## src/hw/rtl/sdpcm_pkg.sv

```systemverilog
// Shared types and constants for the square-root DPCM audio encoder.
package sdpcm_pkg;

    localparam int SAMPLE_W = 16;
    localparam int ROOT_W   = 7;
    localparam int CODE_W   = 8;
    localparam int SQ_W     = 2 * ROOT_W;
    localparam int SQ_CAP   = 127 * 127;
    localparam int PCM_MAX  = 32767;
    localparam int PCM_BIAS = 32768;

    typedef logic signed [SAMPLE_W-1:0] sample_t;
    typedef logic [CODE_W-1:0]          code_t;
    typedef logic [ROOT_W-1:0]          root_t;

endpackage

```

## src/hw/rtl/sdpcm_if.sv

```systemverilog
// Valid/ready channel interfaces for PCM samples in and DPCM codes out.
interface sdpcm_in_if;
    logic                 valid;
    logic                 ready;
    sdpcm_pkg::sample_t   sample;
    logic                 frame_start;

    modport source (output valid, output sample, output frame_start, input ready);
    modport sink   (input valid, input sample, input frame_start, output ready);
endinterface

interface sdpcm_out_if;
    logic                 valid;
    logic                 ready;
    sdpcm_pkg::code_t     code;
    sdpcm_pkg::sample_t   reconstructed;

    modport source (output valid, output code, output reconstructed, input ready);
    modport sink   (input valid, input code, input reconstructed, output ready);
endinterface

```

## src/hw/rtl/sqrt_dpcm_audio_encoder.sv

```systemverilog
// Square-root DPCM audio encoder: one PCM sample in, one code byte out.
// Each sample runs two 7-step square roots on one shared 7x7 squarer, then rounding,
// reconstruction and writeback; writeback waits while the output register is still full.
// The input is ready only when the sequencer idles, so a new sample is taken only after the last is written back.
// A finished result waits in the output register while the next sample is taken.
// Reset (rst_n low, asynchronous): mono mode, both predictors zero, parity left.
module sqrt_dpcm_audio_encoder (
    input  logic               clk,
    input  logic               rst_n,
    sdpcm_in_if.sink           pcm_in,
    sdpcm_out_if.source        code_out,
    input  logic               cfg_we,
    input  logic               cfg_wdata
);

    typedef enum logic [2:0] {
        ST_IDLE,
        ST_SQRT_DIFF,
        ST_ROUND,
        ST_SQRT_ROOM,
        ST_PRED,
        ST_DONE
    } state_t;

    localparam int BIT_W = $clog2(sdpcm_pkg::ROOT_W);

    state_t                          state_reg;
    logic                            stereo_reg;
    logic                            parity_reg;
    sdpcm_pkg::sample_t              predictor_reg [2];
    sdpcm_pkg::sample_t              prev_reg;
    logic                            neg_reg;
    logic                            ch_reg;
    logic [sdpcm_pkg::SAMPLE_W-1:0]  absd_reg;
    logic [sdpcm_pkg::SAMPLE_W-1:0]  room_reg;
    logic [sdpcm_pkg::SQ_W-1:0]      sqrt_x_reg;
    sdpcm_pkg::root_t                root_reg;
    logic [BIT_W-1:0]                bit_reg;
    sdpcm_pkg::root_t                m_reg;
    sdpcm_pkg::sample_t              pred_reg;
    logic                            out_valid_reg;
    sdpcm_pkg::code_t                out_code_reg;
    sdpcm_pkg::sample_t              out_recon_reg;

    // accept-time datapath
    logic                            in_xfer;
    logic                            par_eff;
    logic                            ch_sel;
    sdpcm_pkg::sample_t              prev_raw;
    sdpcm_pkg::sample_t              prev_in;
    logic signed [sdpcm_pkg::SAMPLE_W:0] diff17;
    logic signed [sdpcm_pkg::SAMPLE_W:0] absd17;
    logic signed [sdpcm_pkg::SAMPLE_W:0] room17;
    logic                            neg_in;

    // shared squarer
    sdpcm_pkg::root_t                trial;
    sdpcm_pkg::root_t                mul_op;
    logic [sdpcm_pkg::SQ_W-1:0]      mul_op_w;
    logic [sdpcm_pkg::SQ_W-1:0]      mul_sq;
    sdpcm_pkg::root_t                root_step;
    logic [sdpcm_pkg::SAMPLE_W-1:0]  round_lim;
    logic                            cap_diff;
    logic                            cap_room;
    sdpcm_pkg::root_t                lim_root;
    logic signed [sdpcm_pkg::SAMPLE_W:0] pred17;
    logic signed [sdpcm_pkg::SAMPLE_W:0] sq17;
    logic                            out_free;

    assign in_xfer  = pcm_in.valid && pcm_in.ready;
    assign par_eff  = pcm_in.frame_start ? 1'b0 : parity_reg;
    assign ch_sel   = stereo_reg & par_eff;
    assign prev_raw = predictor_reg[ch_sel];
    assign prev_in  = (pcm_in.frame_start && stereo_reg) ?
                      {prev_raw[sdpcm_pkg::SAMPLE_W-1:8], 8'h00} : prev_raw;

    always_comb
    begin
        diff17 = {pcm_in.sample[sdpcm_pkg::SAMPLE_W-1], pcm_in.sample}
               - {prev_in[sdpcm_pkg::SAMPLE_W-1], prev_in};
        neg_in = diff17[sdpcm_pkg::SAMPLE_W];
        absd17 = neg_in ? -diff17 : diff17;
        if (neg_in)
        begin
            room17 = {prev_in[sdpcm_pkg::SAMPLE_W-1], prev_in}
                   + 17'(sdpcm_pkg::PCM_BIAS);
        end
        else
        begin
            room17 = 17'(sdpcm_pkg::PCM_MAX)
                   - {prev_in[sdpcm_pkg::SAMPLE_W-1], prev_in};
        end
    end

    assign trial = root_reg | (sdpcm_pkg::root_t'(1) << bit_reg);

    always_comb
    begin
        case (state_reg)
            ST_SQRT_DIFF: mul_op = trial;
            ST_SQRT_ROOM: mul_op = trial;
            ST_ROUND:     mul_op = root_reg;
            ST_PRED:      mul_op = m_reg;
            default:      mul_op = m_reg;
        endcase
    end

    assign mul_op_w  = {{sdpcm_pkg::ROOT_W{1'b0}}, mul_op};
    assign mul_sq    = mul_op_w * mul_op_w;
    assign root_step = (mul_sq <= sqrt_x_reg) ? trial : root_reg;
    assign round_lim = {2'b00, mul_sq} + {{(sdpcm_pkg::SAMPLE_W - sdpcm_pkg::ROOT_W){1'b0}},
                                           root_reg};
    assign cap_diff  = absd_reg >= sdpcm_pkg::SAMPLE_W'(sdpcm_pkg::SQ_CAP);
    assign cap_room  = room_reg >= sdpcm_pkg::SAMPLE_W'(sdpcm_pkg::SQ_CAP);
    assign lim_root  = cap_room ? '1 : root_step;
    assign sq17      = {3'b000, mul_sq};
    assign pred17    = neg_reg ? ({prev_reg[sdpcm_pkg::SAMPLE_W-1], prev_reg} - sq17)
                               : ({prev_reg[sdpcm_pkg::SAMPLE_W-1], prev_reg} + sq17);
    assign out_free  = !out_valid_reg || code_out.ready;

    always_ff @(posedge clk or negedge rst_n)
    begin
        if (!rst_n)
        begin
            state_reg        <= ST_IDLE;
            stereo_reg       <= 1'b0;
            parity_reg       <= 1'b0;
            predictor_reg[0] <= '0;
            predictor_reg[1] <= '0;
            prev_reg         <= '0;
            neg_reg          <= 1'b0;
            ch_reg           <= 1'b0;
            absd_reg         <= '0;
            room_reg         <= '0;
            sqrt_x_reg       <= '0;
            root_reg         <= '0;
            bit_reg          <= '0;
            m_reg            <= '0;
            pred_reg         <= '0;
            out_valid_reg    <= 1'b0;
            out_code_reg     <= '0;
            out_recon_reg    <= '0;
        end
        else
        begin
            if (cfg_we)
            begin
                stereo_reg <= cfg_wdata;
            end
            if (out_valid_reg && code_out.ready)
            begin
                out_valid_reg <= 1'b0;
            end
            case (state_reg)
                ST_IDLE:
                begin
                    if (in_xfer)
                    begin
                        if (pcm_in.frame_start && stereo_reg)
                        begin
                            predictor_reg[0] <= {predictor_reg[0][sdpcm_pkg::SAMPLE_W-1:8],
                                                 8'h00};
                            predictor_reg[1] <= {predictor_reg[1][sdpcm_pkg::SAMPLE_W-1:8],
                                                 8'h00};
                        end
                        prev_reg   <= prev_in;
                        neg_reg    <= neg_in;
                        ch_reg     <= ch_sel;
                        absd_reg   <= absd17[sdpcm_pkg::SAMPLE_W-1:0];
                        room_reg   <= room17[sdpcm_pkg::SAMPLE_W-1:0];
                        sqrt_x_reg <= absd17[sdpcm_pkg::SQ_W-1:0];
                        root_reg   <= '0;
                        bit_reg    <= BIT_W'(sdpcm_pkg::ROOT_W - 1);
                        state_reg  <= ST_SQRT_DIFF;
                    end
                end
                ST_SQRT_DIFF:
                begin
                    root_reg <= root_step;
                    if (bit_reg == '0)
                    begin
                        state_reg <= ST_ROUND;
                    end
                    else
                    begin
                        bit_reg <= bit_reg - 1'b1;
                    end
                end
                ST_ROUND:
                begin
                    if (cap_diff)
                    begin
                        m_reg <= '1;
                    end
                    else if (absd_reg > round_lim)
                    begin
                        m_reg <= root_reg + 1'b1;
                    end
                    else
                    begin
                        m_reg <= root_reg;
                    end
                    sqrt_x_reg <= room_reg[sdpcm_pkg::SQ_W-1:0];
                    root_reg   <= '0;
                    bit_reg    <= BIT_W'(sdpcm_pkg::ROOT_W - 1);
                    state_reg  <= ST_SQRT_ROOM;
                end
                ST_SQRT_ROOM:
                begin
                    root_reg <= root_step;
                    if (bit_reg == '0)
                    begin
                        if (lim_root < m_reg)
                        begin
                            m_reg <= lim_root;
                        end
                        state_reg <= ST_PRED;
                    end
                    else
                    begin
                        bit_reg <= bit_reg - 1'b1;
                    end
                end
                ST_PRED:
                begin
                    pred_reg  <= pred17[sdpcm_pkg::SAMPLE_W-1:0];
                    state_reg <= ST_DONE;
                end
                ST_DONE:
                begin
                    if (out_free)
                    begin
                        predictor_reg[ch_reg] <= pred_reg;
                        parity_reg            <= stereo_reg & ~ch_reg;
                        out_valid_reg         <= 1'b1;
                        out_code_reg          <= {neg_reg, m_reg};
                        out_recon_reg         <= pred_reg;
                        state_reg             <= ST_IDLE;
                    end
                end
                default:
                begin
                    state_reg <= ST_IDLE;
                end
            endcase
        end
    end

    assign pcm_in.ready           = (state_reg == ST_IDLE);
    assign code_out.valid         = out_valid_reg;
    assign code_out.code          = out_code_reg;
    assign code_out.reconstructed = out_recon_reg;

endmodule
```

## src/flat_wrapper.sv

```systemverilog
// flat-port wrapper written by rule: the top's interface ports become plain ports
module sqrt_dpcm_audio_encoder_flat 
  (clk, rst_n, cfg_we, cfg_wdata, pcm_in_valid, pcm_in_sample, pcm_in_frame_start, pcm_in_ready, code_out_valid, code_out_code, code_out_reconstructed, code_out_ready);
  sdpcm_in_if pcm_in_i ();
  sdpcm_out_if code_out_i ();
  input  logic clk;
  input  logic rst_n;
  input  logic cfg_we;
  input  logic cfg_wdata;
  input wire logic [$bits(pcm_in_i.valid)-1:0] pcm_in_valid;
  input wire logic [$bits(pcm_in_i.sample)-1:0] pcm_in_sample;
  input wire logic [$bits(pcm_in_i.frame_start)-1:0] pcm_in_frame_start;
  output wire logic [$bits(pcm_in_i.ready)-1:0] pcm_in_ready;
  output wire logic [$bits(code_out_i.valid)-1:0] code_out_valid;
  output wire logic [$bits(code_out_i.code)-1:0] code_out_code;
  output wire logic [$bits(code_out_i.reconstructed)-1:0] code_out_reconstructed;
  input wire logic [$bits(code_out_i.ready)-1:0] code_out_ready;
  assign pcm_in_i.valid = pcm_in_valid;
  assign pcm_in_i.sample = pcm_in_sample;
  assign pcm_in_i.frame_start = pcm_in_frame_start;
  assign pcm_in_ready = pcm_in_i.ready;
  assign code_out_valid = code_out_i.valid;
  assign code_out_code = code_out_i.code;
  assign code_out_reconstructed = code_out_i.reconstructed;
  assign code_out_i.ready = code_out_ready;
  sqrt_dpcm_audio_encoder u_core (.clk(clk), .rst_n(rst_n), .pcm_in(pcm_in_i), .code_out(code_out_i), .cfg_we(cfg_we), .cfg_wdata(cfg_wdata));
endmodule
```

## config.mk

```make
export PLATFORM = sky130hd
export DESIGN_NAME = sqrt_dpcm_audio_encoder_flat
export DESIGN_NICKNAME = d
export VERILOG_FILES = /design/src/hw/rtl/sdpcm_pkg.sv /design/src/hw/rtl/sdpcm_if.sv /design/src/hw/rtl/sqrt_dpcm_audio_encoder.sv /design/src/flat_wrapper.sv
export SDC_FILE = /design/constraint.sdc
export NUM_CORES = 1
export LEC_CHECK = 0
export ABC_CLOCK_PERIOD_IN_PS = 11700
export BUFFER_PORTS_ARGS = -buffer_cell sky130_fd_sc_hd__buf_2
export CAP_MARGIN = 20
export CORE_MARGIN = 1
export CORE_UTILIZATION = 63
export CTS_CLUSTER_DIAMETER = 150
export DETAILED_ROUTE_END_ITERATION = 16
export PLACE_DENSITY = 0.88
export SYNTH_ARGS = -nofsm -noshare
export SYNTH_HDL_FRONTEND = slang
export SYNTH_SLANG_ARGS = --single-unit
```

## constraint.sdc

```tcl
create_clock -name clk -period 11.7 [get_ports clk]
set_clock_uncertainty 0.1 [all_clocks]
set_input_delay 0 -clock clk [delete_from_list [all_inputs] [get_ports clk]]
set_output_delay 0 -clock clk [all_outputs]
set_load 0.02 [all_outputs]
```

==> results of run 1 <==
==> cell usage after synthesis (all sizes together) (11+ instances only) <==
| library cell | instances | area [µm²] |
|---|---|---|
| a22oi | 13 | 103 |
| a21oi | 51 | 255 |
| a21o | 35 | 263 |
| xor2 | 24 | 210 |
| o21a | 16 | 121 |
| mux2 | 47 | 537 |
| xnor2 | 60 | 541 |
| nand3 | 20 | 105 |
| fa | 15 | 300 |
| a221o | 13 | 130 |
| mux2i | 11 | 110 |
| ha | 102 | 1280 |
| dfrtp | 159 | 3980 |
| o21ai | 95 | 483 |
| and3 | 11 | 68.8 |
| inv | 82 | 308 |
| a31oi | 12 | 75.1 |
| nand2b | 13 | 81.3 |
| nor3 | 26 | 135 |
| nor2b | 17 | 109 |
| nor2 | 103 | 397 |
| a22o | 16 | 140 |
| nand2 | 115 | 432 |
| o31ai | 13 | 103 |
| clkbuf | 37 | 169 |
==> cells by family (layout without fill, tap and decap cells) <==
group,Yosys count,count (layout)
AO/OA/AOI/OAI,330,330
XOR/XNOR,84,84
adder cells (fa/ha/maj),117,117
buffers and inverters,128,177
flip-flops,159,159
multiplexers,58,58
AND/OR/NAND/NOR,358,358
==> layer usage <==
| metal | up-vias | wire length (µm) | global-route usage [%] | part of all wire [%] |
|---|---|---|---|---|
| met4 | 0 | 1340 | 17.5 | 4.7 |
| met5 | - | 0 | 0 | 0 |
| li1 | 4484 | - | - | - |
| met1 | 4550 | 12400 | 43.0 | 43 |
| met3 | 83 | 1730 | 5.15 | 6.0 |
| met2 | 387 | 13400 | 51.9 | 46 |
==> per-stage QoR <==
stage,utilization [%],cell area (µm²),instances,setup WS [ns]
3_5_place_dp,67.6,11900,1471,1.49
2_1_floorplan,-,11500,1234,2.60
3_3_place_gp,67.6,11900,1471,1.80
5_1_grt,71.3,12500,1508,0.527
4_1_cts,71.2,12500,1507,1.42
6_report,71.3,12500,1508,1.30
==> area by class of cell <==
cell class	count	area, µm²	share of cell area (%)
clock buffer	19	433	3.46
clock inverter	13	151	1.21
inverter	82	308	2.46
multi-input combinational	947	6970	55.8
sequential	159	3980	31.8
tap	225	282	2.25
timing repair buffer	63	377	3.01
==> how the worst max path moves through the flow <==
| stage | endpoint | slack, ns |
|---|---|---|
| after floorplan | u_core.m_reg[4] | 2.60 |
| after global placement | u_core.m_reg[5] | 1.80 |
| after detailed placement | u_core.m_reg[4] | 1.49 |
| after CTS | u_core.m_reg[4] | 1.42 |
| after global routing | u_core.m_reg[4] | 0.53 |
| final | u_core.m_reg[4] | 1.30 |
==> worst reg2reg max path: cells and delay by family, from the launching register on <==
family	cells	cell delay, ns
and+or+nand+nor	8	1.36
xor gates and xnor gates	2	0.68
adders and majority gates	7	2.82
buffers and inverters	5	0.44
AOI/OAI and AO/OA	13	3.74
muxes	1	0.36
DFF	1	0.78
==> timing repair <==
action | 4_1_cts | 5_1_grt
hold endpoints to repair | 105 | 0
hold buffers | 4 | 0
gates resized for setup | 0 | 0
==> impl_metrics.toml, run 1 <==
[sta]
setup_viol = 0
rsz0062_at_grt = "false"
finalHoldViolCount = 0
fin_crit_sh_pct = 88.9
worst_pin_slew_ns = 0.988
slew_headroom_pct = 33.6
slew_viol_final = 0
timing.fmax_mhz = 96.2
layout_min_cycle_time_ns = 10.40
holdWs_ns = 0.0144
fin_tns_setup_ns = 0

[clocking]
postCtsSetupBuffers = 0
tritoncts = "yes"
clk_latency_ns = 0.44
cts_buffers = 17
clockRootBuffer = "clkbuf_16"
clock_path_buffers = 2
cts_sinks = 159
clk_pin_slew_worst_paths_ns = 0.07
htreeDepth = 4

[cells_and_area]
drive_above_1_share_pct = 13.7
largest_reg_flops = 32
nFillCells = 1262
syn2layout_area_growth_pct = 8.96
layout_common_cells = "dfrtp_1 (159), nand2_1 (114), ha_1 (102)"
layout_commonest_cell = "dfrtp_1"
finalNetCount = 1410
diodes = 0

[yosys]
synth_cell_types = 90
synth_async_sr_flop_share_pct = 100
synth-simple-area-share_pct = 14.9
synth_cells = 1234
ys.warnings.count = 0
synth_ff_type = "dfrtp_1"
yosysSeqAreaShare_pct = 34.7
syn_area_um2 = 11500
synth_xor_area_share_pct = 6.54
synth_edf_count = 0
synth_top_family_by_area = "compound AO/OA/AOI/OAI gates"
syn_nets = 1374
synth_mux_area_share_pct = 5.64
synth.avg_cell_area_um2 = 9.30
synth_compound_area_share_pct = 19.8
postSynthRegisterBits = 159
synth_adder_area_share_pct = 13.7

[worst_setup_path]
crit_path_top_delay_cell = "dfrtp_1"
startpoint = "u_core.state_reg[0]"
r2r_cells = 36
crit_type = "reg2reg"
required_ns = 11.91
crit_family = "compound AO/OA/AOI/OAI gates"
crit_path_frequent_cell = "inv_1"
rrSetupSlack_ns = 1.30
crit_path_end_kind = "flop"
reg2reg_to = "u_core.m_reg[4]"
worstReg2RegStart = "u_core.state_reg[0]"
cp.buffers_inverters = 5
cp_max_fo = 22
cpPeakStageDelay_ns = 0.78
critPathLaunchType = "flop"
cp.arrival_ns = 10.61
crit_cells = 36

[detailed_routing]
drt_pre_antenna_iters = 5
drc = 0
viasPerCell = 6.30
vias = 9504
antenna_left = 0
wl_um = 28800
wl_per_cell_um = 19.1
drt_iter0_drc = 871

[placement]
hpwl_um = 21200
port_buffers = 48
place.gp.congestion = 0.954

[floorplan]
dieArea_um2 = 18800
io_pins = 49
fp.dieH_um = 137
initial_core_util_pct = 65.4
core_area_um2 = 17500
num_rows = 48
die_w_um = 137

[global_routing]
grt_usage_pct = 32.7
antenna_found_initial = 0
grt_pass1_wl_um = 47000
grt_pass1_vias = 9052
grt_start_max_net_pins = 103
grt.overflow.total = 0

[hold_path]
min_path_type = "in2reg"
worstHoldPathCells = 4
min_from = "pcm_in_frame_start"
min_to = "u_core.prev_reg[0]"

[job]
maxCapViolCount = 0

[status]
status = "complete, no violations"
Power of run 1 is not shown: default switching activity piles up to over one toggle a cycle in this logic, so the estimate is an artifact.
==> inputs of run 2 (changes only) <==
--- a/config.mk
+++ b/config.mk
@@ -5,6 +5,7 @@
 export SDC_FILE = /design/constraint.sdc
 export NUM_CORES = 1
 export LEC_CHECK = 0
+export ABC_AREA = 1
 export ABC_CLOCK_PERIOD_IN_PS = 11700
 export BUFFER_PORTS_ARGS = -buffer_cell sky130_fd_sc_hd__buf_2
 export CAP_MARGIN = 20
==> impl_metrics.toml, run 2 <==
[status]
status = "complete, no violations"

[yosys]
syn_nets = 1635
postSynthRegisterBits = 159
synth_top_cell_by_area = "dfrtp_1"
ys_top_cells_by_area = "dfrtp_1 (35%), ha_1 (11%), nand2_1 (11%), inv_1 (7.3%), o21ai_0 (6.2%)"
synth_cell_types = 53
synth_ff_type = "dfrtp_1"
synth.avg_cell_area_um2 = 7.59
ys.warnings.count = 0
synth_async_sr_flop_share_pct = 100
yosysSeqAreaShare_pct = 35.1
synth_top_area_share_pct = 35.1
ys_top_cells_by_count = "nand2_1 (321), inv_1 (222), dfrtp_1 (159)"
yosysMostFrequentCell = "nand2_1"
syn_area_um2 = 11300
synth_edf_count = 0
synth_cells = 1495

[cells_and_area]
finalNetCount = 1684
syn2layout_area_growth_pct = 9.60
layout_commonest_cell = "nand2_1"
drive_above_1_share_pct = 8.09
diodes = 0
largest_reg_flops = 32
layout_common_cells = "nand2_1 (320), inv_1 (222), dfrtp_1 (159)"
nFillCells = 1392

[sta]
timing.fmax_mhz = 123
slew_viol_final = 0
fin_crit_sh_pct = 69.3
layout_min_cycle_time_ns = 8.11
setup_viol = 0
slew_headroom_pct = 31.8
fin_tns_setup_ns = 0
holdWs_ns = 0.0468
rsz0062_at_grt = "false"
worst_pin_slew_ns = 1.01
finalHoldViolCount = 0

[floorplan]
initial_core_util_pct = 65.2
fp.dieH_um = 136
core_area_um2 = 17400
io_pins = 49
die_w_um = 136
dieArea_um2 = 18600
num_rows = 48

[worst_setup_path]
cp_max_fo = 9
crit_type = "reg2reg"
crit_path_frequent_cell = "inv_1"
required_ns = 11.94
cp.arrival_ns = 8.35
crit_path_top_delay_cell = "fa_1"
crit_path_end_kind = "flop"
critPathLaunchType = "flop"
cpPeakStageDelay_ns = 0.54

[detailed_routing]
wl_um = 30400
vias = 10464
drt_iter0_drc = 893
viasPerCell = 5.87
wl_per_cell_um = 17.0
drt_pre_antenna_iters = 5
antenna_left = 0
drc = 0

[placement]
place.gp.congestion = 0.984
hpwl_um = 23100
port_buffers = 48

[clocking]
clk_pin_slew_worst_paths_ns = 0.08
cts_sinks = 159
clockRootBuffer = "clkbuf_16"
tritoncts = "yes"
htreeDepth = 4
clock_path_buffers = 2
cts_buffers = 17
cts_resized = 0
clk_latency_ns = 0.45

[global_routing]
grt_pass1_wl_um = 49400
grt_pass1_vias = 10026
grt_start_max_net_pins = 82
grt.overflow.total = 0
grt_usage_pct = 34.9
antenna_found_initial = 0

[job]
maxCapViolCount = 0

[hold_path]
min_path_type = "in2async"
run 2: changes by cell type after synthesis, sizes merged, moves of 36 or more:
cell   previous run  this run
nand2           115       330
inv              82       228
o21ai            95       146
mux2             47         0
xnor2            60        14
nand3            20        58
nor2            103       139
run 2: cell families after synthesis:
family	share of synthesized area (%)
and+or+nand+nor	21.7
AOI/OAI and AO/OA	16.0
DFF	35.1
xor gates and xnor gates	4.56
buffers and inverters	8.73
muxes	0.0882
adders and majority gates	13.9
run 2: worst paths after layout:
check                                                       start                                end  slack (ns)  depth (start not counted)
worst max-delay path                            u_core.bit_reg[0]                    u_core.m_reg[1]        3.59                         40
worst min-delay path                                        rst_n                 u_core.absd_reg[8]        0.05                          2
worst max register to register                  u_core.bit_reg[0]                    u_core.m_reg[1]        3.59                         40
worst min register to register  u_core.code_out.reconstructed[14]  u_core.code_out.reconstructed[14]        0.37                          2
max in group asynchronous                                   rst_n               u_core.sqrt_x_reg[3]        9.89                          3
min in group clk                                 pcm_in_sample[0]               u_core.sqrt_x_reg[0]        0.05                          6
run 2: through the flow:
step | area [µm²] | util, % | setup slack, ns | instances
2_1_floorplan | 11300 | - | 4.66 | 1495
3_3_place_gp | 11800 | 67.8 | 3.90 | 1745
3_5_place_dp | 11800 | 67.8 | 3.65 | 1745
4_1_cts | 12400 | 71.4 | 3.64 | 1782
5_1_grt | 12400 | 71.4 | 2.96 | 1782
6_report | 12400 | 71.4 | 3.59 | 1782
run 2: final cells by class:
type	instances	area [µm²]	share of cell area, %
multi-input cells	1074	6380	51.3
well taps	225	282	2.26
repair buffers	60	349	2.81
clock inverters	14	138	1.11
inverters	232	871	7.00
clock buffers	18	439	3.53
flip-flops and latches	159	3980	32.0
run 2: worst max-delay path: cells and delay by family (launching register included):
kind | cells | cell delay (ns)
fa+ha+maj | 7 | 2.69
simple gates | 15 | 2.16
buf+inv | 10 | 1.00
compound gates | 6 | 0.99
xor+xnor | 2 | 0.65
flops | 1 | 0.38
run 2: repair_timing:
action,in CTS,in global routing
hold buffers,5,0
setup buffers,0,0
hold endpoints to repair,84,0
run 2: per-layer routing:
metal / track usage, % / vias to the layer above / wire length [µm]
met2: 57.4 / 410 / 14300
met4: 16.4 / 0 / 1270
met3: 6.08 / 93 / 1870
li1: - / 5007 / -
met1: 44.7 / 4954 / 12900
met5: 0 / - / 0
Power of run 2 is left out for the same reason.
